==> src/rtl/core/rmq_sqrt_cell.sv <==
// one digit cell of the restoring square root chain, with side data carried along
// no dependencies
module rmq_sqrt_cell #(
    parameter int DATA_WIDTH = 16,
    parameter int SIDE_W     = 8
)
(
    input  logic                    clk,
    input  logic                    rst_n,
    input  logic                    en,
    input  logic                    vld_in,
    input  logic [2*DATA_WIDTH-3:0] rad_in,
    input  logic [DATA_WIDTH:0]     rem_in,
    input  logic [DATA_WIDTH-2:0]   root_in,
    input  logic [SIDE_W-1:0]       side_in,
    output logic                    vld_out,
    output logic [2*DATA_WIDTH-3:0] rad_out,
    output logic [DATA_WIDTH:0]     rem_out,
    output logic [DATA_WIDTH-2:0]   root_out,
    output logic [SIDE_W-1:0]       side_out
);

    localparam int W  = DATA_WIDTH;
    localparam int NW = 2 * W - 2;
    localparam int RW = W + 1;

    logic [RW-1:0]  cur, trial;
    logic           ge;
    logic           vld_reg;
    logic [NW-1:0]  rad_reg;
    logic [RW-1:0]  rem_reg, rem_next;
    logic [W-2:0]   root_reg, root_next;
    logic [SIDE_W-1:0] side_reg;

    always_comb
    begin
        cur       = {rem_in[RW-3:0], rad_in[NW-1:NW-2]};
        trial     = {root_in, 2'b01};
        ge        = (cur >= trial);
        rem_next  = ge ? (cur - trial) : cur;
        root_next = {root_in[W-3:0], ge};
    end

    always_ff @(posedge clk or negedge rst_n)
    begin
        if (!rst_n)
            vld_reg <= 1'b0;
        else if (en)
            vld_reg <= vld_in;
    end

    always_ff @(posedge clk)
    begin
        if (en)
        begin
            rad_reg  <= {rad_in[NW-3:0], 2'b00};
            rem_reg  <= rem_next;
            root_reg <= root_next;
            side_reg <= side_in;
        end
    end

    assign vld_out  = vld_reg;
    assign rad_out  = rad_reg;
    assign rem_out  = rem_reg;
    assign root_out = root_reg;
    assign side_out = side_reg;

endmodule

==> config.mk <==
export PLATFORM = sky130hd
export DESIGN_NAME = rmq_sqrt_cell
export DESIGN_NICKNAME = d
export VERILOG_FILES = /design/src/rtl/core/rmq_sqrt_cell.sv
export SDC_FILE = /design/constraint.sdc
export NUM_CORES = 1
export LEC_CHECK = 0
export ABC_AREA = 1
export BUFFER_PORTS_ARGS = -buffer_cell sky130_fd_sc_hd__buf_2
export CAP_MARGIN = 20
export CELL_PAD_IN_SITES_DETAIL_PLACEMENT = 1
export CELL_PAD_IN_SITES_GLOBAL_PLACEMENT = 2
export CORE_MARGIN = 2
export CORE_UTILIZATION = 25
export CTS_CLUSTER_DIAMETER = 100
export CTS_CLUSTER_SIZE = 14
export DETAILED_ROUTE_END_ITERATION = 7
export PLACE_DENSITY = 0.87
export RECOVER_POWER = 25
export SETUP_SLACK_MARGIN = 0.5
export SYNTH_ARGS = -nofsm -noshare
export SYNTH_HDL_FRONTEND = slang
export SYNTH_SLANG_ARGS = --single-unit
==> constraint.sdc <==
create_clock -name clk -period 0.8 [get_ports clk]
set_input_delay 0.08 -clock clk [delete_from_list [all_inputs] [get_ports clk]]
set_output_delay 0.08 -clock clk [all_outputs]
set_load 0.01 [all_outputs]
==> qor.yml <==
fillCellCount: 1516
core_sq_um: 13800
whs_ns: -0.0882
die_x_microns: 123
vias: 3386
grt-ovfl-total: 0
max_cap_viol_count: 0
cts_sinks: 69
vias_per_cell: 4.37
antenna_cells: 0
drtIter0Drc: 103
fmax_ghz: 0.710
worstPathRequired_ns: 0.89
setup_slack_ns: -0.609
synth_cells: 352
gp_congestion: 0.842
fin_crit_ns: 1.41
min_path_type: "input port to flop"
status: "finished with violations"
crit_type: "input port to flop"
cts_buffer_depth: 2
grt_pass1_wl_mm: 17.8
reg2reg_from: "vld_out$_DFFE_PN0P_"
ys_types: 29
grtUsageTotal_pct: 15.9
final_common_cell: "buf_2"
slew_viol_final: 0
drive_gt1_share_pct: 63.0
hpwlAfterDp_mm: 8.68
start_util_pct: 25.4
rows: 43
instances_no_fill: 774
crit_path_end_kind: "flop"
clk_latency_ns: 0.33
irDropWorstVdd_mv: 1.02
finalHoldViolCount: 50
crit_arrival_ns: 1.50
dpl.cell_count: 725
drt_wl_total_mm: 12.9
rsz0062_at_grt: "true"
die_h_microns: 123
mostFrequentLayoutCells: "buf_2, nand2_1, edfxtp_1, buf_4"
synth-seq-area-share_pct: 58.8
syn_area_per_cell_sq_um: 9.99
antenna_found_initial: 0
htreeDepth: 3
clkTransAtPathRegs_ns: 0.06
crit_start: "root_in[2]"
nets: 681
finalSetupViolations: 87
grt_start_max_net_pins: 13
die_area_sq_um: 15000
synthToLayoutAreaGrowth_pct: 81.5
period_share_pct: 176
cts_inserted_buffers: 9
grt_pass1_vias: 3514
drc: 0
drt_first_pass_iters: 4
root_buffer: "clkbuf_16"
cts_hold_buf: 1
ant_nets: 0
ys_warn_count: 0
syn_area_sq_um: 3520
violations: "negative hold slack, negative setup slack"
cts_tree: "yes"
ys_ff_latch: 69
cp_max_fo: 6
powerDensity_nw_per_um2: 1880
numPortBuffers: 140
wire_per_inst_microns: 16.6
skew_ns: 0
io-pin-count: 145
worstHoldStart: "root_in[13]"
postLayoutCoreUtil_pct: 46.2
p_leak_uw: 0.00303
start_kind: "input port"
[cells by family (layout without fill, tap and decap cells)]
family / count (synthesis) / count (layout) / share of synthesized area, %
and+or+nand+nor: 184 / 187 / 24.2
xor gates and xnor gates: 6 / 6 / 1.49
adders and majority gates: 17 / 17 / 6.05
buffers and inverters: 63 / 301 / 7.54
DFF: 69 / 69 / 58.8
muxes: 1 / 1 / 0.320
AOI/OAI and AO/OA: 11 / 11 / 1.57
other: 1 / 2 / 0.107
[layer usage]
metal | global-route usage (%) | vias to the layer above | routed length (microns)
met5 | 0 | - | 0
met1 | 17.9 | 1630 | 5060
met3 | 4.74 | 15 | 769
met4 | 5.17 | 0 | 191
met2 | 28.9 | 114 | 6830
li1 | - | 1627 | -
[cell type report]
type	instances	area, sq um	area share (%)
sequential	69	2070	32.4
multi-input combinational	224	1830	28.6
timing repair buffer	228	1720	26.9
inverter	58	230	3.61
clock buffer	9	225	3.53
tap	180	225	3.53
clock inverter	6	88.8	1.39
[report_power, final]
part	leakage, uW	internal, uW	switching [uW]
Sequential	0.000677	4380	82.9
Combinational	0.00220	1550	1730
Clock	0.000147	2710	1550
Total	0.00303	8650	3360
[cells in the mapped netlist, drive strengths merged]
library cell    n  area share (%)
inv            58             6.2
ha             17             6.0
buf             5             1.4
edfxtp         68              58
a21oi           9             1.3
mux2            1            0.32
conb            1            0.11
nor2           15             2.1
or2             2            0.36
xor2            5             1.2
nand3          32             5.1
nand4           3            0.53
o21ai           2            0.28
and2            2            0.36
nand2         121              14
nand3b          6             1.3
dfrtp           1            0.71
xnor2           1            0.25
nor3            3            0.57
[path summary, 6_finish.rpt]
check,to,slack (ns),depth (start not counted)
worst max-delay path,rem_out[14]$_DFFE_PP_,-0.61,14
worst min-delay path,root_out[14]$_DFFE_PP_,-0.09,1
worst max register to register,vld_out$_DFFE_PN0P_,0.05,1
worst min register to register,vld_out$_DFFE_PN0P_,0.52,1
max in group asynchronous,vld_out$_DFFE_PN0P_,0.67,2
min in group asynchronous,vld_out$_DFFE_PN0P_,0.04,2
[flip-flops by register name, summed over array words and instances, names as in the netlist]
signal,cells
vld_out,1
side_out,8
rem_out,17
root_out,15
rad_out,28
[what timing repair did]
item                       CTS  global route
gates resized for setup     87            59
setup endpoints to repair  156           120
setup buffers               12            13
pin swaps                   25            50
hold endpoints to repair    52            51
cloned                       6             2
[per-stage QoR]
step | instance area [sq um] | TNS [ns] | power (uW) | setup WS, ns
2_1_floorplan | 3780 | -10.78 | 5830 | -0.630
3_5_place_dp | 5110 | -15.87 | 7030 | -0.979
3_3_place_gp | 5110 | -15.44 | 6960 | -0.907
5_1_grt | 6380 | -22.29 | 12500 | -0.665
6_report | 6380 | -18.86 | 12000 | -0.609
4_1_cts | 6010 | -18.42 | 11800 | -0.501
[worst max-delay path, cell delays in order]
cell and delay, ns:
buf_2 0.09, inv_2 0.04, ha_4 0.27, nand2_2 0.07, nand2_2 0.06, inv_1 0.10, nand2_2 0.10, nand2_4 0.10
nand3_4 0.10, nand2_8 0.13, buf_12 0.13, nand2_8 0.08, nand3_2 0.08, nand2_1 0.05
(Power assumes the default switching activity.)
