[config.mk]
export PLATFORM = sky130hd
export DESIGN_NAME = rmq_div_cell
export DESIGN_NICKNAME = d
export VERILOG_FILES = /design/src/rtl/core/rmq_div_cell.sv
export SDC_FILE = /design/constraint.sdc
export NUM_CORES = 1
export LEC_CHECK = 0
export BUFFER_PORTS_ARGS = -buffer_cell sky130_fd_sc_hd__buf_2
export CORE_MARGIN = 3
export CORE_UTILIZATION = 23
export CTS_BUF_LIST = sky130_fd_sc_hd__clkbuf_4
export CTS_CLUSTER_SIZE = 24
export DETAILED_ROUTE_END_ITERATION = 7
export GPL_TIMING_DRIVEN = 1
export SYNTH_ARGS = -nofsm -noshare
export SYNTH_HDL_FRONTEND = slang
export SYNTH_SLANG_ARGS = --single-unit
[constraint.sdc]
create_clock -name clk -period 0.8 [get_ports clk]
set_input_delay 0.08 -clock clk [delete_from_list [all_inputs] [get_ports clk]]
set_output_delay 0.08 -clock clk [all_outputs]
set_load 0.1 [all_outputs]
[src/rtl/core/rmq_div_cell.sv]
// one quotient-bit cell of the three-lane restoring divider chain, divisor 4b
// no dependencies
module rmq_div_cell #(
    parameter int DATA_WIDTH = 16,
    parameter int SIDE_W     = 8
)
(
    input  logic                          clk,
    input  logic                          rst_n,
    input  logic                          en,
    input  logic                          vld_in,
    input  logic [DATA_WIDTH-2:0]         b_in,
    input  logic [2:0][DATA_WIDTH+1:0]    rem_in,
    input  logic [2:0][2*DATA_WIDTH-2:0]  dq_in,
    input  logic [SIDE_W-1:0]             side_in,
    output logic                          vld_out,
    output logic [DATA_WIDTH-2:0]         b_out,
    output logic [2:0][DATA_WIDTH+1:0]    rem_out,
    output logic [2:0][2*DATA_WIDTH-2:0]  dq_out,
    output logic [SIDE_W-1:0]             side_out
);

    localparam int W  = DATA_WIDTH;
    localparam int RD = W + 2;
    localparam int QN = 2 * W - 1;

    logic [RD-1:0]        dvs;
    logic [RD-1:0]        cur [3];
    logic [2:0]           ge;
    logic [2:0][RD-1:0]   rem_next;
    logic [2:0][QN-1:0]   dq_next;

    logic                 vld_reg;
    logic [W-2:0]         b_reg;
    logic [2:0][RD-1:0]   rem_reg;
    logic [2:0][QN-1:0]   dq_reg;
    logic [SIDE_W-1:0]    side_reg;

    always_comb
    begin
        dvs = {1'b0, b_in, 2'b00};
        for (int k = 0; k < 3; k++)
        begin
            cur[k]      = {rem_in[k][RD-2:0], dq_in[k][QN-1]};
            ge[k]       = (cur[k] >= dvs);
            rem_next[k] = ge[k] ? (cur[k] - dvs) : cur[k];
            dq_next[k]  = {dq_in[k][QN-2:0], ge[k]};
        end
    end

    always_ff @(posedge clk or negedge rst_n)
    begin
        if (!rst_n)
            vld_reg <= 1'b0;
        else if (en)
            vld_reg <= vld_in;
    end

    always_ff @(posedge clk)
    begin
        if (en)
        begin
            b_reg    <= b_in;
            rem_reg  <= rem_next;
            dq_reg   <= dq_next;
            side_reg <= side_in;
        end
    end

    assign vld_out  = vld_reg;
    assign b_out    = b_reg;
    assign rem_out  = rem_reg;
    assign dq_out   = dq_reg;
    assign side_out = side_reg;

endmodule

==> impl_metrics.json, run 1 <==
{
  "finalCritPeriodShare_pct": 235,
  "die_area_um2": 36800,
  "fin_ws_ns": -1.08,
  "antenna_found_initial": 8,
  "combPwrFrac_pct": 48.9,
  "cts_max_level": 4,
  "finalClockSkew_ns": 0,
  "clock_latency_ns": 0.56,
  "hold_ws_ns": -0.119,
  "grt_usage_pct": 16.6,
  "cp_max_fo": 5,
  "grt_max_degree": 18,
  "hpwl_mm": 23.3,
  "detailroute.via_count": 7646,
  "drive_gt1_share_pct": 57.3,
  "violations": "hold timing, setup timing",
  "yosys_most_used_dff": "edfxtp_1",
  "postSynthAreaPerCell_um2": 14.2,
  "synth_top_area_cell": "edfxtp_1",
  "worstSetupEndpointType": "flip-flop",
  "cts_max_path_buffers": 2,
  "synth_seq_cells": 171,
  "fmax_mhz": 531,
  "holdPathEnd": "rem_out[20]",
  "hold_violations": 1,
  "grt_setup_unrepaired": "true",
  "die_w_um": 192,
  "p_per_area_nw_per_um2": 1930,
  "sw_frac_of_total_pct": 40.0,
  "path_class": "input port to flip-flop",
  "nets": 1525,
  "cts_num_sinks": 171,
  "ys_seq_area_share_pct": 64.6,
  "relSlewSlack_pct": 70.9,
  "rows": 67,
  "drc": 0,
  "period_needed_ns": 1.88,
  "ys_top_cells_by_area": "edfxtp_1 (64%), ha_1 (7.1%), mux2_2 (2.8%)",
  "r2r_start": "vld_out",
  "async_reset_ff_share_pct": 0.585,
  "drv_cap": 0,
  "critPathLaunch": "rem_in[37]",
  "synth_area_um2": 7940,
  "drt_iter0_drc": 251,
  "r2r_end": "vld_out",
  "drv_slew": 0,
  "worstRegToRegCells": 1,
  "tns_ns": -130.36,
  "numPortBuffers": 341,
  "cts_root_buf": "clkbuf_4",
  "hold_start": "rem_in[19]",
  "clkPwrFrac_pct": 16.6,
  "ios": 345,
  "clk_pin_slew_worst_paths_ns": 0.15,
  "core_area_um2": 33800,
  "grt_pass1_wl_mm": 46.0,
  "synth_edf_count": 170,
  "netlist_instances": 560,
  "cts_tree": "built",
  "final_util_pct": 52.3,
  "intPower_uw": 20400,
  "synth.net_count": 782,
  "start_util_pct": 23.5,
  "synth.distinct_cells": 59,
  "area_growth_pct": 123,
  "yosys.area.top_type_share_pct": 64.3,
  "cp-start-kind": "input port",
  "vdd_drop_max_v": 0.00116,
  "first_pass_iters": 4,
  "ant_nets": 0,
  "yosysWarnings": 0,
  "tightest_slew_ns": 0.435,
  "overflow": 0,
  "grt_pass1_vias": 8218,
  "holdPathStages": 3,
  "numCtsBuffers": 17,
  "min_path_type": "input port to flip-flop",
  "routed_wl_mm": 31.9,
  "setup_viol": 223,
  "die_h_um": 192,
  "r2r_slack_ns": -0.06,
  "gp_congestion": 0.848,
  "crit_required_ns": 1.13,
  "power_switching_uw": 13600,
  "outcome": "finished with violations",
  "wl_per_cell_um": 18.0,
  "crit_arrival_ns": 2.21,
  "avgViaCountPerCell": 4.33,
  "p_leak_uw": 0.00751,
  "power.share.sequential_pct": 34.5,
  "place_ws_ns": -1.86
}
-- logic make-up (layout without fill, tap and decap cells) --
group	count (synthesis)	after routing	share of synthesized area, %
compound gates	130	131	10.7
xor+xnor	35	35	3.86
fa+ha+maj	48	48	7.85
buf+inv	41	795	2.22
flops	171	171	64.6
mux	27	27	3.91
other cells	0	4	0
simple gates	108	108	6.89
-- layout make-up --
class	instances	area [um2]
well taps	448	561
clock buffers	17	128
clock inverters	14	194
diodes	4	10.0
flip-flops and latches	171	5130
inverters	34	169
fillers	2714	16100
multi-input cells	349	3510
repair buffers	730	7970
-- Yosys cell counts, types with 5 or more instances --
cell and n:
o21ai_0 26, edfxtp_1 170, xor2_1 13, mux2_2 20
a31oi_1 6, nand2_1 34, nand3_1 11, nor2_1 22
a21oi_1 44, ha_1 45, xnor2_1 22, inv_1 34
a211oi_1 6, nand2b_1 5, a21o_1 17
-- state kept, by name, indices dropped and copies added, names as in the netlist --
signal / count
vld_out: 1
b_out: 15
dq_out: 93
rem_out: 54
side_out: 8
-- power groups by stage --
stage          clock network [uW]  registers [uW]  logic, uW
6_report                     5640           11800      16700
5_1_grt                      6160           11800      17300
4_1_cts                      5860           11800      16300
3_5_place_dp                    0           12000      14700
3_3_place_gp                    0           12000      14500
2_1_floorplan                   0           17900       2200
-- cell usage in the layout (no fill, tap or decap), types with 11 or more instances in the layout --
cell / synthesis / routed
a21o_1: 17 / 17
a21oi_1: 44 / 23
a21oi_2: 0 / 20
buf_12: 0 / 180
buf_2: 3 / 161
buf_4: 1 / 173
buf_6: 2 / 39
clkbuf_4: 0 / 17
dlygate4sd3_1: 0 / 170
edfxtp_1: 170 / 170
ha_1: 45 / 21
ha_4: 0 / 21
inv_1: 34 / 20
mux2_4: 3 / 20
nand2_1: 34 / 21
nor2_1: 22 / 11
o21ai_2: 2 / 12
xnor2_1: 22 / 20
xor2_1: 13 / 13
-- critical path, cell delays in order --
cell and delay (ns):
buf_6 0.10, inv_4 0.05, ha_4 0.12, inv_2 0.04, fa_2 0.37, a21oi_4 0.19
o211ai_2 0.10, a221o_1 0.38, a31oi_4 0.22, buf_6 0.13, o21ai_4 0.11, mux2_4 0.33
-- routing by layer --
metal | up-vias | GRT usage [%] | routed length, um | share of wire [%]
li1 | 3643 | - | - | -
met1 | 3681 | 16.4 | 11000 | 34
met2 | 258 | 32.5 | 17700 | 56
met3 | 52 | 4.65 | 2210 | 6.9
met4 | 12 | 5.93 | 888 | 2.8
met5 | - | 0 | 84 | 0.26
-- metrics by stage --
step	instances	power [uW]	instance area (um2)
2_1_floorplan	560	20100	8070
3_3_place_gp	1527	26500	14300
3_5_place_dp	1527	26600	14300
4_1_cts	1754	33900	17300
5_1_grt	1765	35300	17700
6_report	1767	34100	17700
-- what timing repair did --
item                                   in CTS  in global routing
pin swaps                                  65                 30
endpoints found under the hold margin     237                  4
gates resized for setup                   174                 63
setup buffers                              25                 10
hold buffers                              169                  2
setup endpoints to repair                 223                339
gates cloned                                3                  2
-- worst max-delay path by stage --
stage | end | cells after the start
floorplan | rem_out[27] | 12
global placement | rem_out[3] | 10
detailed placement | rem_out[26] | 13
CTS | rem_out[52] | 13
global route | rem_out[39] | 12
finish | rem_out[46] | 12
No activity file was read; power rests on OpenSTA's default activity.
==> inputs of run 2 (changes only) <==
Settings changed: CORE_ASPECT_RATIO set to 0.7.
==> run 2 against run 1 <==
Compared with the run above: the run still ends with hold timing, setup timing left; first-iteration DRC count is 19% higher; hold slack worse by 0.14 ns; largest cell class unchanged; clock power is 2% lower; final cell count fell by 0.79%; core utilization fell by 2.1 points; via count shrank 3.2%; sequential cell count stayed put; non-clock buffer count shrank 30; fmax is 0.13% lower; count of clock-buffer cells in the layout up 1; highest routed layer unchanged.
==> impl_metrics.json, run 2 (same netlist as run 1, synthesis figures left out) <==
{
  "vdd_drop_max_v": 0.000972,
  "overflow": 0,
  "path_class": "input port to flip-flop",
  "path_buf_inv": 3,
  "grt_pass1_wl_mm": 45.6,
  "fillCellCount": 2964,
  "min_path_type": "input port to flip-flop",
  "antenna_found_initial": 8,
  "slowest_delay_ns": 0.41,
  "detailroute.via_count": 7401,
  "hpwl_mm": 22.7,
  "numCtsBuffers": 17,
  "clk_pin_slew_worst_paths_ns": 0.13,
  "crit_chain": "buf_6 -> ha_4 -> inv_2 -> fa_2 -> a21oi_2 -> o21bai_2 -> a21oi_2 -> o21ai_2 -> o221a_4 -> nor2_4 -> buf_12 -> mux2_4",
  "power.share.sequential_pct": 35.2,
  "cts_tree": "built",
  "cp-start-kind": "input port",
  "crit_path_top_delay_cell": "fa_2",
  "grt_max_degree": 47,
  "crit_arrival_ns": 2.24,
  "clkPwrFrac_pct": 16.6,
  "layout_common_cells": "buf_12 (183), edfxtp_1 (170), dlygate4sd3_1 (170), buf_2 (165), buf_4 (161)",
  "fin_ws_ns": -1.09,
  "sw_frac_of_total_pct": 40.5,
  "core_area_um2": 33800,
  "gp_congestion": 0.904,
  "grt_setup_unrepaired": "true",
  "die_h_um": 161,
  "grt_usage_pct": 16.4,
  "finalClockSkew_ns": 0,
  "cts_num_sinks": 171,
  "cp_max_fo": 8,
  "cts.hold.buffers_added": 170,
  "crit_required_ns": 1.15,
  "p_per_area_nw_per_um2": 1960,
  "path_common_cell": "a21oi_2",
  "drc": 0,
  "period_needed_ns": 1.89,
  "cts_root_buf": "clkbuf_4",
  "hold_ws_ns": -0.264,
  "outcome": "finished with violations",
  "rows": 56,
  "largest_reg_flops": 93,
  "die_w_um": 228,
  "crit_family": "compound AO/OA/AOI/OAI gates",
  "numPortBuffers": 341,
  "power_switching_uw": 13500,
  "worstSetupEndpointType": "flip-flop",
  "drive_gt1_share_pct": 52.0,
  "clock_latency_ns": 0.61,
  "p_leak_uw": 0.00725,
  "area_growth_pct": 114,
  "fmax_mhz": 530,
  "wl_per_cell_um": 17.6,
  "place_ws_ns": -1.88,
  "drv_cap": 0,
  "cts_max_level": 4,
  "ant_nets": 0,
  "intPower_uw": 19800,
  "grt_pass1_vias": 7935,
  "drt_iter0_drc": 298,
  "relSlewSlack_pct": 71.5,
  "final_common_cell": "buf_12",
  "ios": 345,
  "avgViaCountPerCell": 4.22,
  "finalCritPeriodShare_pct": 236,
  "hold_violations": 2,
  "tightest_slew_ns": 0.425,
  "drv_slew": 0,
  "nets": 1494,
  "cts_max_path_buffers": 2,
  "final_util_pct": 50.3,
  "start_util_pct": 23.5,
  "die_area_um2": 36800,
  "routed_wl_mm": 30.8,
  "combPwrFrac_pct": 48.2,
  "violations": "hold timing, setup timing",
  "r2r_slack_ns": -0.09,
  "first_pass_iters": 4,
  "setup_viol": 275
}
==> run 2: cell type report <==
cell class	count	area, um2	share of cell area, %
well taps	464	581	3.42
clock inverters	14	168	0.988
multi-input cells	348	3130	18.5
repair buffers	700	7660	45.1
diodes	4	10.0	0.0590
clock buffers	18	135	0.796
inverters	34	158	0.929
flip-flops and latches	171	5130	30.2
==> run 2: what timing repair did <==
item | 4_1_cts | 5_1_grt
pin swaps | 25 | 17
gates cloned | 3 | 0
gates resized for setup | 80 | 41
setup buffers | 15 | 9
setup endpoints to repair | 223 | 223
endpoints found under the hold margin | 340 | 5
==> run 2: final timing paths <==
check,start,endpoint,cells after the start
worst max-delay path,b_in[0],rem_out[22],12
worst min-delay path,b_in[0],b_out[0],1
worst max register to register,vld_out,vld_out,1
worst min register to register,vld_out,vld_out,1
max in group asynchronous,rst_n,vld_out,3
min in group asynchronous,rst_n,vld_out,3
==> run 2: metal layers <==
| layer | part of all wire (%) | GRT usage (%) |
|---|---|---|
| met1 | 41 | 19.2 |
| met2 | 52 | 28.8 |
| met3 | 5.9 | 5.36 |
| met4 | 1.6 | 4.73 |
| met5 | 0.19 | 0 |
==> run 2: power by group through the flow <==
stage | clock [uW] | sequential [uW] | combinational (uW)
after global routing | 6230 | 11800 | 16600
after CTS | 5880 | 11800 | 15800
after floorplan | 0 | 17900 | 2200
final | 5530 | 11800 | 16100
after global placement | 0 | 11900 | 14500
after detailed placement | 0 | 12000 | 14600
==> run 2: per-stage QoR <==
stage | TNS, ns | cells | area [um2] | total power (uW)
floorplan | -103.15 | 560 | 8070 | 20100
global placement | -91.51 | 1520 | 14200 | 26400
detailed placement | -94.26 | 1520 | 14200 | 26600
CTS | -150.54 | 1740 | 16700 | 33500
global route | -160.86 | 1753 | 17000 | 34700
finish | -140.82 | 1753 | 17000 | 33300
