<file path="src/rtl/core/rmq_pkg.sv">
// shared constants for the rotation matrix to quaternion block
// no dependencies; imported by rmq_front, the top level and the testbench
package rmq_pkg;

    localparam int DATA_WIDTH_DEF = 16;

    // output slot codes, in output port order
    localparam logic [1:0] SLOT_X = 2'd0;
    localparam logic [1:0] SLOT_Y = 2'd1;
    localparam logic [1:0] SLOT_Z = 2'd2;
    localparam logic [1:0] SLOT_W = 2'd3;

endpackage

</file>
<file path="src/rtl/core/rmq_front.sv">
// front stage: trace combinations, dominant pick, radicand and off-diagonal lanes
// depends on rmq_pkg
module rmq_front
    import rmq_pkg::*;
#(
    parameter int DATA_WIDTH = DATA_WIDTH_DEF
)
(
    input  logic                                  clk,
    input  logic                                  rst_n,
    input  logic                                  en,
    input  logic                                  vld_in,
    input  logic signed [DATA_WIDTH-1:0]          r00,
    input  logic signed [DATA_WIDTH-1:0]          r01,
    input  logic signed [DATA_WIDTH-1:0]          r02,
    input  logic signed [DATA_WIDTH-1:0]          r10,
    input  logic signed [DATA_WIDTH-1:0]          r11,
    input  logic signed [DATA_WIDTH-1:0]          r12,
    input  logic signed [DATA_WIDTH-1:0]          r20,
    input  logic signed [DATA_WIDTH-1:0]          r21,
    input  logic signed [DATA_WIDTH-1:0]          r22,
    output logic                                  vld_out,
    output logic [2*DATA_WIDTH-3:0]               rad_out,
    output logic [1:0]                            sel_out,
    output logic [2:0]                            sign_out,
    output logic [2:0][DATA_WIDTH:0]              mag_out
);

    localparam int W  = DATA_WIDTH;
    localparam int F  = W - 2;
    localparam int NW = 2 * W - 2;

    logic signed [W+1:0] tw, tx, ty, tz, big, a;
    logic signed [W:0]   s01, d01, s02, d20, s12, d12;
    logic signed [W:0]   lane [3];
    logic [1:0]          sel;
    logic [W:0]          a_pos;

    logic                vld_reg;
    logic [NW-1:0]       rad_reg, rad_next;
    logic [1:0]          sel_reg;
    logic [2:0]          sign_reg, sign_next;
    logic [2:0][W:0]     mag_reg, mag_next;

    always_comb
    begin
        tw = (W+2)'(r00) + (W+2)'(r11) + (W+2)'(r22);
        tx = (W+2)'(r00) - (W+2)'(r11) - (W+2)'(r22);
        ty = (W+2)'(r11) - (W+2)'(r00) - (W+2)'(r22);
        tz = (W+2)'(r22) - (W+2)'(r00) - (W+2)'(r11);
        big = tw;
        sel = SLOT_W;
        if (tx > big)
        begin
            big = tx;
            sel = SLOT_X;
        end
        if (ty > big)
        begin
            big = ty;
            sel = SLOT_Y;
        end
        if (tz > big)
        begin
            big = tz;
            sel = SLOT_Z;
        end
        a = big + ((W+2)'(1) <<< F);
        // clamp a non-positive square root argument to one lsb
        if (a <= 0)
            a_pos = (W+1)'(1);
        else
            a_pos = a[W:0];
        rad_next = NW'({a_pos, {(F-2){1'b0}}});

        s01 = (W+1)'(r01) + (W+1)'(r10);
        d01 = (W+1)'(r01) - (W+1)'(r10);
        s02 = (W+1)'(r20) + (W+1)'(r02);
        d20 = (W+1)'(r20) - (W+1)'(r02);
        s12 = (W+1)'(r12) + (W+1)'(r21);
        d12 = (W+1)'(r12) - (W+1)'(r21);

        // lanes hold the three remaining slots in x, y, z, w order
        case (sel)
            SLOT_X:
            begin
                lane[0] = s01;
                lane[1] = s02;
                lane[2] = d12;
            end
            SLOT_Y:
            begin
                lane[0] = s01;
                lane[1] = s12;
                lane[2] = d20;
            end
            SLOT_Z:
            begin
                lane[0] = s02;
                lane[1] = s12;
                lane[2] = d01;
            end
            default:
            begin
                lane[0] = d12;
                lane[1] = d20;
                lane[2] = d01;
            end
        endcase

        for (int k = 0; k < 3; k++)
        begin
            sign_next[k] = lane[k][W];
            mag_next[k]  = lane[k][W] ? (W+1)'(-lane[k]) : lane[k];
        end
    end

    always_ff @(posedge clk or negedge rst_n)
    begin
        if (!rst_n)
            vld_reg <= 1'b0;
        else if (en)
            vld_reg <= vld_in;
    end

    always_ff @(posedge clk)
    begin
        if (en)
        begin
            rad_reg  <= rad_next;
            sel_reg  <= sel;
            sign_reg <= sign_next;
            mag_reg  <= mag_next;
        end
    end

    assign vld_out  = vld_reg;
    assign rad_out  = rad_reg;
    assign sel_out  = sel_reg;
    assign sign_out = sign_reg;
    assign mag_out  = mag_reg;

endmodule

</file>
<file path="config.mk">
export PLATFORM = sky130hd
export DESIGN_NAME = rmq_front
export DESIGN_NICKNAME = d
export VERILOG_FILES = /design/src/rtl/core/rmq_pkg.sv /design/src/rtl/core/rmq_front.sv
export SDC_FILE = /design/constraint.sdc
export NUM_CORES = 1
export LEC_CHECK = 0
export ABC_AREA = 1
export ABC_CLOCK_PERIOD_IN_PS = 950
export BUFFER_PORTS_ARGS = -buffer_cell sky130_fd_sc_hd__buf_4
export CAP_MARGIN = 20
export CORE_ASPECT_RATIO = 1.75
export CORE_MARGIN = 5
export CORE_UTILIZATION = 60
export DETAILED_ROUTE_END_ITERATION = 16
export HOLD_SLACK_MARGIN = 0.05
export PLACE_DENSITY = 0.8
export SYNTH_ARGS = -nofsm -noshare
export SYNTH_HDL_FRONTEND = slang
export SYNTH_SLANG_ARGS = --single-unit
</file>
<file path="constraint.sdc">
create_clock -name clk -period 0.95 [get_ports clk]
set_input_delay 0.095 -clock clk [delete_from_list [all_inputs] [get_ports clk]]
set_output_delay 0.095 -clock clk [all_outputs]
set_load 0.02 [all_outputs]
</file>
==> flow_metrics.py, run 1 <==
metrics = {
    "logic_synthesis": {
        "yosys.cell_types.count": 53,
        "yosys_warnings": 0,
        "ys_ff_latch": 74,
        "syn_avg_cell_area_um2": 6.90,
        "syn_area_um2": 15700,
        "synthCells": 2267,
        "async_flop_share_pct": 1.35,
        "synth_edf_count": 73,
        "synth-main-ff-cell": "edfxtp_1",
        "ys_seq_area_share_pct": 14.2,
    },
    "run_status": {
        "firstError": "[ERROR DPL-0038] Utilization greater than 100%, impossible to legalize",
        "haltStage": "4_1_cts",
        "outcome": "aborted with a tool error",
    },
    "place": {
        "dp.final_hpwl_mm": 59.9,
        "place.gp.congestion": 1.14,
        "place_ws_ns": -7.81,
        "io_buffers": 221,
    },
    "cts": {
        "clock-root-buffer": "clkbuf_16",
        "post-cts-setup-buffers": 76,
        "h-tree-depth": 3,
        "clkSinkCount": 74,
        "clockBufferDepth": 2,
        "postCtsHoldBufs": 2,
        "post_cts.resized_instances": 472,
        "numCtsBuffers": 9,
    },
    "floorplan": {
        "ios": 235,
        "die_x_um": 132,
        "dieHeight_um": 224,
        "num_rows": 78,
        "start_util_pct": 60.5,
    },
}
metrics by stage:
step	utilization, %	cells	cell area, µm²	hold WS [ns]	TNS (ns)
detailed placement	90.1	3512	23300	-0.128	-552.77
global placement	90.1	3512	23300	-0.130	-521.54
floorplan	-	2279	16000	-0.201	-478.07
synthesized netlist by cell type, types with 3 or more instances:
cell type  instances  area share [%]
a21oi_1          142             4.5
buf_4             17            0.82
xor2_1           120             6.7
nand3_2            7            0.45
buf_6              8            0.58
clkbuf_1          15            0.36
buf_1              4           0.096
o21ai_1           26            0.83
buf_2              6            0.19
o21ai_0           65             2.1
ha_1             215              17
a21o_1             4            0.19
nor2_2             9            0.36
nor4_1             3            0.12
xnor2_1           31             1.7
inv_1            385             9.2
nand2_2           10            0.40
nor3_1            22            0.70
or2_2             12            0.48
nand4_2            3            0.24
inv_2             18            0.43
nand3_1          155             5.0
o211ai_1           6            0.29
fa_1              71             9.1
nand4_1           32             1.3
o31ai_1            8            0.38
and2_1             4            0.16
o21bai_1          45             2.2
a31oi_1            8            0.32
nand2_1          511              12
edfxtp_1          73              14
nor2_1           174             4.2
o21ai_2            5            0.28
a211oi_1           5            0.24
nand3b_1          18            0.86
a22oi_1            6            0.29
a21oi_2            4            0.22
kinds of logic after synthesis:
logic type,after synthesis,synth area share (%)
AO/OA/AOI/OAI,332,12.2
XOR/XNOR,151,8.45
buffers and inverters,454,11.8
multiplexers,1,0.0719
adder cells (fa/ha/maj),286,26.3
AND/OR/NAND/NOR,968,27.0
flip-flops,74,14.2
other,1,0.0240
==> run 2: changes to the inputs <==
--- a/config.mk
+++ b/config.mk
@@ -9,12 +9,10 @@
 export ABC_CLOCK_PERIOD_IN_PS = 950
 export BUFFER_PORTS_ARGS = -buffer_cell sky130_fd_sc_hd__buf_4
 export CAP_MARGIN = 20
-export CORE_ASPECT_RATIO = 1.75
 export CORE_MARGIN = 5
-export CORE_UTILIZATION = 60
+export CORE_UTILIZATION = 40
 export DETAILED_ROUTE_END_ITERATION = 16
-export HOLD_SLACK_MARGIN = 0.05
-export PLACE_DENSITY = 0.8
+export PLACE_DENSITY_LB_ADDON = 0.15
 export SYNTH_ARGS = -nofsm -noshare
 export SYNTH_HDL_FRONTEND = slang
 export SYNTH_SLANG_ARGS = --single-unit
==> run 2 against run 1 <==
The flow now finishes, with violations (setup timing). Synthesized cell count did not move. Synthesized area stayed put.
==> flow_metrics.py, run 2 <==
metrics = {
    "run_status": {
        "outcome": "finished with violations",
        "violations": "setup timing",
    },
    "logic_synthesis": {
        "synth_area_leaders": "ha_1 17%, edfxtp_1 14%, nand2_1 12%",
        "synthCells": 2267,
        "synth-main-ff-cell": "edfxtp_1",
        "async_flop_share_pct": 1.35,
        "yosysMostFrequentCell": "nand2_1",
        "synth_edf_count": 73,
        "yosysTopAreaCell": "ha_1",
        "yosys.area.top_type_share_pct": 17.2,
        "ys_seq_area_share_pct": 14.2,
        "syn_avg_cell_area_um2": 6.90,
        "ys_top_cells_by_count": "511 x nand2_1, 385 x inv_1, 215 x ha_1",
        "yosys_warnings": 0,
        "syn_area_um2": 15700,
        "ys_ff_latch": 74,
        "yosys.cell_types.count": 53,
    },
    "cells_and_area": {
        "nets": 3749,
        "fin_area_um2": 27600,
        "drive_above_1_share_pct": 46.9,
        "layout_commonest_cell": "buf_4",
        "layout.cells.most_common_list": "925 x buf_4, 391 x nand2_1, 363 x inv_1",
        "insertedDiodeCount": 0,
        "largest_reg_flops": 51,
        "syn_to_final_growth_pct": 76.6,
    },
    "flow_run": {
        "cap_violations": 0,
    },
    "place": {
        "io_buffers": 221,
        "placedInstanceArea_um2": 23500,
        "place.gp.congestion": 0.931,
        "place_ws_ns": -7.67,
        "dp.final_hpwl_mm": 49.3,
    },
    "timing": {
        "finClkSkew_ns": 0,
        "finalHoldViolations": 0,
        "fmax_ghz": 0.126,
        "min_period_ns": 7.93,
        "whs_ns": 0.0707,
        "fin_crit_sh_pct": 835,
        "rsz0062_at_grt": "true",
        "final.setup.tns_ns": -497.37,
        "slew_violations": 0,
        "setup_slack_ns": -6.98,
        "tightest_slew_ns": 0.718,
        "setup_viol": 134,
        "slew_headroom_pct": 52.0,
    },
    "floorplan": {
        "start_util_pct": 40.5,
        "dieHeight_um": 208,
        "ios": 235,
        "coreArea_um2": 38600,
        "die_x_um": 208,
        "num_rows": 72,
        "die-area_um2": 43200,
    },
    "detailed_routing": {
        "vias": 18700,
        "drc": 0,
        "detail-route-antenna-nets": 0,
        "wl_mm": 61.2,
        "wl_per_cell_um": 15.9,
        "first_pass_iters": 6,
        "dr.first_iter.drc_count": 1071,
        "via_per_inst": 4.87,
    },
    "critical_path": {
        "worstSetupStartpointType": "input pin",
        "endpoint_kind": "register",
        "crit_type": "in -> reg",
        "worstPathArrival_ns": 8.04,
        "worstPathMaxFanout": 7,
        "path_common_cell": "nand2_2",
        "required_ns": 1.06,
        "slowest_delay_ns": 0.63,
        "slowest_stage": "fa_2",
    },
    "cts": {
        "clkSinkCount": 74,
        "h-tree-depth": 3,
        "numCtsBuffers": 9,
        "cts_tree": "done",
        "clk_pin_slew_ns": 0.07,
        "clockBufferDepth": 2,
        "clk_latency_ns": 0.33,
        "clock-root-buffer": "clkbuf_16",
    },
    "global_routing": {
        "antenna_found_initial": 0,
        "grt_pass1_vias": 18000,
        "grt_util_all_layers_pct": 25.8,
        "grt_pass1_wl_mm": 91.6,
        "grt-ovfl-total": 0,
        "grt_max_degree": 35,
    },
    "worst_hold_path": {
        "worstHoldPathType": "in -> async",
    },
}
-- run 2: cell counts after synthesis --
No cell type changed its count.
-- run 2: metrics by stage --
| stage | util, % | cells |
|---|---|---|
| 2_1_floorplan | - | 2279 |
| 3_3_place_gp | 60.7 | 3706 |
| 3_5_place_dp | 60.7 | 3706 |
| 4_1_cts | 66.3 | 3780 |
| 5_1_grt | 71.5 | 3838 |
| 6_report | 71.5 | 3838 |
-- run 2: metal layers --
layer	GRT usage, %	vias to the layer above	share of wire, %
li1	-	9357	-
met1	39.4	8729	48
met2	40.2	540	44
met3	2.80	82	5.6
met4	3.53	0	1.7
met5	0	-	0
-- run 2: cell families (layout without fill, tap and decap cells) --
group | after synthesis | after routing | synth area share, %
AO/OA/AOI/OAI | 332 | 333 | 12.2
XOR/XNOR | 151 | 151 | 8.45
adder cells (fa/ha/maj) | 286 | 286 | 26.3
buffers and inverters | 454 | 1489 | 11.8
flip-flops | 74 | 74 | 14.2
multiplexers | 1 | 1 | 0.0719
other | 1 | 13 | 0.0240
AND/OR/NAND/NOR | 968 | 973 | 27.0
-- run 2: repair_timing --
item                                    4_1_cts  5_1_grt
endpoints found under the setup margin      146      147
gates resized for setup                     319      355
pin swaps                                    79      158
cloned                                        9        7
hold endpoints to repair                      2        0
buffers inserted                             52       58
hold buffers                                  2        0
-- run 2: critical path: cells and delay by family --
kind	cells	cell delay [ns]
simple gates	21	2.32
compound gates	16	2.01
fa+ha+maj	6	1.90
buf+inv	10	1.03
xor+xnor	3	0.66
-- run 2: area by class of cell --
type | instances | area (µm²)
inverters | 403 | 1560
repair buffers | 1065 | 8700
flip-flops and latches | 74 | 2220
well taps | 518 | 648
clock buffers | 9 | 225
multi-input cells | 1757 | 14200
fillers | 3121 | 11000
repair inverters | 5 | 41.3
clock inverters | 7 | 85.1
-- run 2: path summary, 6_finish.rpt --
check                      startpoint          to  slack (ns)  cells past startpoint
setup / recovery              r22[11]  mag_out[8]       -6.98                     56
hold / removal                  rst_n     vld_out        0.07                      2
setup reg to reg              vld_out     vld_out        0.19                      1
hold reg to reg               vld_out     vld_out        0.54                      1
max in group asynchronous       rst_n     vld_out        0.80                      2
min in group clk                   en     vld_out        0.12                      2
Power of run 2 is not shown: default switching activity piles up to over one toggle a cycle in this logic, so the estimate is an artifact.
==> run 3: changes to the inputs <==
--- a/config.mk
+++ b/config.mk
@@ -13,6 +13,9 @@
 export CORE_UTILIZATION = 40
 export DETAILED_ROUTE_END_ITERATION = 16
 export PLACE_DENSITY_LB_ADDON = 0.15
+export REMOVE_ABC_BUFFERS = 1
+export SETUP_SLACK_MARGIN = 0.05
+export SLEW_MARGIN = 20
 export SYNTH_ARGS = -nofsm -noshare
 export SYNTH_HDL_FRONTEND = slang
 export SYNTH_SLANG_ARGS = --single-unit
==> run 3 against run 2 <==
The run still ends with setup timing left. Register-to-register slack about the same. Clock-buffer cell count is 1 higher. Clock skew unchanged. Highest routed layer unchanged.
==> flow_metrics.py, run 3 (synthesized netlist as in run 2, its figures left out) <==
metrics = {
    "floorplan": {
        "die_x_um": 208,
        "num_rows": 72,
        "ios": 235,
        "coreArea_um2": 38600,
        "start_util_pct": 40.5,
        "dieHeight_um": 208,
        "die-area_um2": 43200,
    },
    "critical_path": {
        "worstPathArrival_ns": 8.29,
        "path_common_cell": "buf_4",
        "required_ns": 1.18,
        "worstPathMaxFanout": 6,
        "slowest_stage": "fa_1",
        "endpoint_kind": "register",
        "slowest_delay_ns": 0.54,
        "crit_type": "in -> reg",
        "worstSetupStartpointType": "input pin",
    },
    "run_status": {
        "outcome": "finished with violations",
        "violations": "setup timing",
    },
    "place": {
        "place_ws_ns": -7.86,
        "io_buffers": 221,
        "dp.final_hpwl_mm": 50.4,
        "place.gp.congestion": 0.959,
    },
    "timing": {
        "setup_slack_ns": -7.11,
        "finClkSkew_ns": 0,
        "slew_headroom_pct": 42.1,
        "rsz0062_at_grt": "true",
        "slew_violations": 0,
        "finalHoldViolations": 0,
        "min_period_ns": 8.06,
        "tightest_slew_ns": 0.860,
        "setup_viol": 147,
        "final.setup.tns_ns": -503.79,
        "fin_crit_sh_pct": 848,
        "fmax_ghz": 0.124,
    },
    "cells_and_area": {
        "syn_to_final_growth_pct": 72.1,
        "layout_commonest_cell": "buf_4",
        "insertedDiodeCount": 0,
        "fin_util_pct": 69.7,
        "largest_reg_flops": 51,
        "layout.cells.most_common_list": "924 x buf_4, 409 x nand2_1, 363 x inv_1",
        "nets": 3734,
        "drive_above_1_share_pct": 44.9,
    },
    "global_routing": {
        "antenna_found_initial": 1,
        "grt_pass1_vias": 18300,
        "grt_pass1_wl_mm": 93.8,
        "grt-ovfl-total": 0,
        "grt_max_degree": 35,
        "grt_util_all_layers_pct": 26.5,
    },
    "detailed_routing": {
        "vias": 18800,
        "drc": 0,
        "dr.first_iter.drc_count": 1413,
        "via_per_inst": 4.93,
        "first_pass_iters": 5,
        "wl_mm": 61.7,
        "detail-route-antenna-nets": 0,
        "wl_per_cell_um": 16.1,
    },
    "cts": {
        "clk_pin_slew_ns": 0.06,
        "clkSinkCount": 74,
        "clk_latency_ns": 0.35,
        "cts_tree": "done",
        "clockBufferDepth": 2,
        "h-tree-depth": 3,
        "numCtsBuffers": 9,
        "clock-root-buffer": "clkbuf_16",
    },
    "worst_hold_path": {
        "worstHoldPathType": "in -> async",
    },
    "flow_run": {
        "cap_violations": 0,
    },
}
[run 3: path summary, 6_finish.rpt]
| path | from | endpoint | slack [ns] | cells after the start |
|---|---|---|---|---|
| max | r11[1] | mag_out[13] | -7.11 | 67 |
| min reg2reg | vld_out | vld_out | 0.55 | 1 |
| min | rst_n | vld_out | 0.06 | 2 |
| max reg2reg | vld_out | vld_out | 0.18 | 1 |
| max in group asynchronous | rst_n | vld_out | 0.81 | 2 |
| min in group clk | en | mag_out[40] | 0.16 | 1 |
[run 3: layout make-up]
cell class | count | area, µm²
Clock buffer | 10 | 239
Clock inverter | 6 | 97.6
Fill cell | 3135 | 11700
Inverter | 403 | 1550
Multi-Input combinational cell | 1754 | 13600
Sequential cell | 74 | 2220
Tap cell | 518 | 648
Timing Repair Buffer | 1058 | 8610
[run 3: worst max-delay path, delay by kind of cell]
kind,cells,cell delay [ns]
AND/OR/NAND/NOR,26,2.51
AO/OA/AOI/OAI,6,0.59
XOR/XNOR,2,0.28
adder cells (fa/ha/maj),5,1.71
buffers and inverters,28,3.09
[run 3: stage by stage]
step                instances  area [µm²]  hold WS, ns
floorplan                2228       15400       -0.201
global placement         3705       23300       -0.129
detailed placement       3705       23300       -0.127
CTS                      3786       25400       0.0376
global route             3823       26900       0.0684
finish                   3823       26900       0.0615
[run 3: metal layers]
layer	vias up	global-route usage, %	share of wire [%]
li1	9308	-	-
met1	8910	39.3	48
met2	558	41.4	44
met3	66	3.90	6.3
met4	0	4.92	1.8
met5	-	0	0
[run 3: repair_timing]
item                                    4_1_cts  5_1_grt
pin swaps                                   115      143
endpoints found under the setup margin      147      147
endpoints found under the hold margin         2        0
gates cloned                                  4        3
buffers inserted                             60       37
hold buffers                                  2        0
resized for setup                           308      307
Power of run 3 is left out for the same reason.
